===== src/design/prct_pkg.sv =====
// Shared types and constants of the page reference-count range table.
package prct_pkg;

   // Widths of the request and result fields.
   localparam int OP_W     = 3;
   localparam int ADDR_W   = 48;
   localparam int LEN_W    = 22;
   localparam int ENTRY_W  = 64;
   localparam int STATUS_W = 2;
   localparam int DONE_W   = 10;
   localparam int SIZE_W   = 22;

   // Byte sums of address and length are formed this wide so they never wrap.
   localparam int WIDE_W = 50;

   // Width of the table-slot sum before it is reduced into the table.
   localparam int SUM_W = 24;

   // Configuration register indexes.
   localparam logic REG_REGION_BASE = 1'b0;
   localparam logic REG_REGION_SIZE = 1'b1;

   // Operation codes.
   typedef enum logic [OP_W-1:0] {
      OP_GET     = 3'd0,
      OP_PUT     = 3'd1,
      OP_CLEAR   = 3'd2,
      OP_PRESENT = 3'd3,
      OP_WRITE   = 3'd4
   } op_type;

   // Result status codes.
   typedef enum logic [STATUS_W-1:0] {
      ST_OK     = 2'd0,
      ST_RANGE  = 2'd1,
      ST_ABSENT = 2'd2,
      ST_RETRY  = 2'd3
   } status_type;

   // Entry constants: one reference step, the under-reclaim mark and the saturation limits.
   localparam logic [ENTRY_W-1:0] REF_STEP     = 64'd2;
   localparam logic [ENTRY_W-1:0] RECLAIM_MARK = 64'hFFFF_FFFF_FFFF_FFFE;
   localparam logic [ENTRY_W-1:0] ENTRY_MAX    = 64'hFFFF_FFFF_FFFF_FFFF;
   localparam logic [DONE_W-1:0]  DONE_MAX     = 10'd1023;

   // Outcome of one entry update.
   typedef struct packed {
      logic [ENTRY_W-1:0] new_entry;
      logic               do_write;
      logic               stop;
      status_type         status;
   } alu_res_type;

endpackage


===== src/design/prct_entry_alu.sv =====
// Shared entry update unit: one 64-bit adder for get and put, plus the stop checks.
module prct_entry_alu
   import prct_pkg::*;
(
   input  op_type             op,
   input  logic [ENTRY_W-1:0] entry,
   output alu_res_type        res
);

   logic [ENTRY_W-1:0] addend;
   logic [ENTRY_W-1:0] sum;

   // Put adds minus two, every other operation adds two.
   assign addend = (op == OP_PUT) ? (~REF_STEP + 64'd1) : REF_STEP;
   assign sum    = entry + addend;

   // Decode the operation into the new entry and the walk control.
   always_comb begin
      res.new_entry = entry;
      res.do_write  = 1'b0;
      res.stop      = 1'b0;
      res.status    = ST_OK;
      unique case (op)
         OP_GET: begin
            if (entry == RECLAIM_MARK) begin
               res.stop   = 1'b1;
               res.status = ST_RETRY;
            end else begin
               // A saturated count stays as it is.
               res.new_entry = (entry == ENTRY_MAX) ? entry : sum;
               res.do_write  = 1'b1;
            end
         end
         OP_PUT: begin
            res.new_entry = sum;
            res.do_write  = 1'b1;
         end
         OP_CLEAR: begin
            res.new_entry = '0;
            res.do_write  = 1'b1;
         end
         OP_PRESENT: begin
            if (!entry[0]) begin
               res.stop   = 1'b1;
               res.status = ST_ABSENT;
            end
         end
         default: begin
            res.new_entry = entry;
         end
      endcase
   end

endmodule


===== config.mk =====
export PLATFORM = sky130hd
export DESIGN_NAME = prct_entry_alu
export DESIGN_NICKNAME = d
export VERILOG_FILES = /design/src/design/prct_pkg.sv /design/src/design/prct_entry_alu.sv
export SDC_FILE = /design/constraint.sdc
export NUM_CORES = 1
export LEC_CHECK = 0
export BUFFER_PORTS_ARGS = -buffer_cell sky130_fd_sc_hd__buf_2
export CAP_MARGIN = 40
export CORE_AREA = 4 4 134 136
export DETAILED_ROUTE_END_ITERATION = 7
export DIE_AREA = 0 0 138 140
export PLACE_DENSITY = 0.62
export SYNTH_ARGS = -nofsm -noshare
export SYNTH_HDL_FRONTEND = slang
export SYNTH_SLANG_ARGS = --single-unit

===== constraint.sdc =====
create_clock -name vclk -period 7.8
set_input_delay 1.17 -clock vclk [all_inputs]
set_output_delay 1.17 -clock vclk [all_outputs]
set_load 0.1 [all_outputs]

# ---- After elaboration in Yosys (flattened, before gate mapping)
# Index checks and enable logic that the tools add are counted.
dict set report totals {
  output_inout_bits 68
  ff_bits 0
  in_bits 67
  wordCells 16
}
dict set report op_classes {
  n_reduce_logical 2
  muxes 8
  n_eq_ne 5
  n_addsub 1
}
# operator n
set op_table {}
lappend op_table {{case mux 64 bit (3 select lines)} 1}
lappend op_table {{equality test 64 bit, second input constant} 2}
lappend op_table {{2-to-1 mux 64 bit} 2}
lappend op_table {{2-to-1 mux 65 bit} 1}
lappend op_table {{adder 64 bit} 1}
lappend op_table {{equality test 3 x 2 -> 1 bit, second input constant} 2}
lappend op_table {{2-to-1 mux 3 bit} 2}
lappend op_table {{case mux 3 bit (2 select lines)} 1}
lappend op_table {{equality test 3 x 1 -> 1 bit, second input constant} 1}
lappend op_table {{zero test 3 bit} 1}
lappend op_table {{case mux 1 bit (2 select lines)} 1}
lappend op_table {{OR reduction 2 bit} 1}

# ---- Logic depth before layout (Yosys ltp)
dict set report depth {
  ltp_word 6
  mapped_depth 16
  depth_no_buf 13
}

# ---- Worst setup path before layout
# No wires, ideal clock.
dict set report synth_path {
  path_kind {in2out}
  startpoint {input port op[2]}
  endpoint {output port res[64] in the netlist's numbering}
  slack_ps -593
  required_ps 6630
  arrival_ps 7223
  path_stages 15
  path_cell_list {clkbuf_1 -> nor2_1 -> clkbuf_1 -> nand2_1 -> inv_1 -> ha_1 -> o21ai_0 -> o21bai_4 -> a41oi_2 -> o22ai_1 -> o2111ai_1 -> a21oi_2 -> o211ai_1 -> a21boi_0 -> o31ai_1}
}
# element line
set synth_rtl {}
lappend synth_rtl {{from (decl)} prct_entry_alu.sv:5} ;# input op_type op,
lappend synth_rtl {{to (decl)} prct_entry_alu.sv:7} ;# output alu_res_type res

==> reports/qor.yml <==
run_status:
  status: "finished clean"
power_and_ir_drop:
  peakVddDrop_mv: 0.06683
  powerDensity_nw_per_um2: 108.2
  p_leak_nw: 2.595
grt:
  track_usage: 0.1949
  grt_overflow: 0
  grt_first_pass_wirelength_um: 31680
  grt_pass1_vias: 5919
  grt_max_degree: 36
  grt_antenna_before_repair: 1
yosys:
  synth_area_leaders: "ha_1 (15%), a21oi_1 (9.4%), o21ai_0 (8.5%), nand2_1 (7.6%), nand4_1 (5.9%)"
  synth.most_common_cell: "nand2_1"
  ys_warn_count: 0
  synth_area_per_cell_um2: 6.360
  yosys.area.top_type_share: 0.1529
  synthCells: 785
  ys_types: 75
  synth_nets: 914
  synth_area_um2: 4992
  ys_seq_area_frac: 0
  ys_top_cells_by_count: "nand2_1 (101), a21oi_1 (94), o21ai_0 (85), ha_1 (61), nor2_1 (53)"
  yosysTopAreaCell: "ha_1"
floorplan:
  rows: 48
  design.core.area_um2: 16940
  die_area_um2: 19320
  die_height_um: 140
  start_util: 0.2948
  fp.dieW_um: 138
  pin_count: 135
timing:
  slew_headroom: 0.5101
  fin_setup_tns_ps: 0
  slew_viol_final: 0
  min_period_ps: 6425
  fin_ws_ps: 1375
  tightest_slew_ps: 734.4
  period_share: 0.8238
  rsz0062_at_grt: "no"
  setup_viol: 0
  hold_viol: 0
  hold_ws_ps: 2813
  max_freq_mhz: 155.6
final_layout:
  regArea_um2: 0
  fin_nets: 1005
  drive_above_1_share: 0.2117
  stdcell_count: 1100
  syn2layout_area_growth_pct: 16.39
  nFlopsAndLatches: 0
  nClkBuffers: 0
  n_fill_cell: 1928
run:
  maxCapViolCount: 0
worst_setup_path:
  cp-start-kind: "primary input"
  cp-end-kind: "primary output"
  critPathTopFamily: "compound AO/OA/AOI/OAI gates"
  path_buf_inv: 4
  crit_fanout: 32
  crit_required_ps: 6630
  slowest_delay_ps: 520
  path_class: "in2out"
  cp_slowest_cell: "a211oi_1"
  crit_arrival_ps: 5260
  crit_path_cell_trace: "buf_2 > nor2_1 > nand2_1 > inv_2 > buf_4 > ha_1 > nand2_1 > nand2_1 > a21oi_1 > o22ai_1 > a211oi_1 > a2111oi_4 > o21ai_2 > o21ai_0 > a211oi_2 > buf_2"
  crit_top_cell: "nand2_1"
hold_path:
  whs_path_depth: 3
  hold_class: "in2out"
  whs_endpoint: "res[0]"
  hp-start: "entry[0]"
detailed_routing:
  drt_pass1_iterations: 7
  ant_nets: 0
  drtIter0Drc: 538
  wl_per_cell_um: 18.37
  route.vias.total: 6386
  vias_per_cell: 5.805
  drc: 0
  wl_um: 20200
clock_tree:
  cts_setup_buffers: 0
  cts_resized: 0
  hold_buffers: 0
placement:
  hpwl_um: 16940
  pre_cts_ws_ps: 1463
  place_congestion: 1.012
  port_buffers: 135
  dpl.cell_count: 1099
-- tightest hold or removal path, cell delays in order --
cell    delay (ps)
buf_2          120
nor3_1          50
buf_2          290
-- cell usage in the layout, fill, tap and decap left out, types with 7 or more instances in the layout --
master and n:
buf_2 135, nand2_1 100, a21oi_1 94, ha_1 61, o21ai_0 54, nor2_1 53, nand4_1 47, o21ai_1 38
xor2_1 27, a21o_1 22, inv_1 21, xnor2_1 20, nand3_1 16, nor4_1 11, o21bai_1 10, o21a_1 9
a211oi_1 9, a31oi_1 9, nor3_1 8, nand2b_1 8, nor2b_1 7, or2_2 7, and3_1 7
-- cells by family (layout without fill, tap and decap cells) --
logic type | count (synthesis) | count (layout) | synth area share
buf+inv | 72 | 161 | 0.06216
compound gates | 310 | 310 | 0.4053
xor+xnor | 47 | 47 | 0.08246
fa+ha+maj | 62 | 62 | 0.1569
other cells | 0 | 1 | 0
mux | 2 | 2 | 0.004261
simple gates | 292 | 292 | 0.2890
-- per-layer routing --
layer / track usage / wire [µm] / share of wire
met5: 0 / 0 / 0
met1: 0.2636 / 9108 / 0.45
met3: 0.01366 / 1129 / 0.056
met4: 0.04316 / 541 / 0.027
met2: 0.3404 / 9423 / 0.47
-- metrics by stage --
step                instance area, µm²  utilization  total power [mW]
global placement                  5761       0.3401            0.6214
floorplan                         5014            -            0.4950
global route                      5811       0.3431            0.6668
detailed placement                5808       0.3429            0.6234
finish                            5811       0.3431            0.6285
CTS                               5808       0.3429            0.6258
-- report_power, final --
| part | internal, mW | switching, mW |
|---|---|---|
| combinational | 0.144 | 0.484 |
| sequential | 0 | 0 |
| clock | 0.0000000172 | 0 |
| total | 0.144 | 0.484 |
-- area by class of cell --
type / instances / area [µm²] / area share
antenna: 1 / 2.502 / 0.0004307
inverter: 22 / 82.58 / 0.01421
multi-input combinational: 713 / 4706 / 0.8099
tap: 225 / 281.5 / 0.04845
timing repair buffer: 139 / 738.2 / 0.1270
-- worst max-delay path by stage --
stage | from | endpoint | slack (ps) | cells past startpoint
finish | op[2] | res[63] | 1370 | 16
global route | op[2] | res[65] | 1090 | 16
CTS | op[2] | res[66] | 1460 | 16
detailed placement | op[2] | res[66] | 1460 | 16
global placement | op[2] | res[63] | 1530 | 16
floorplan | op[2] | res[20] | 40 | 12
Note: power is estimated with default switching activity, not from simulation.
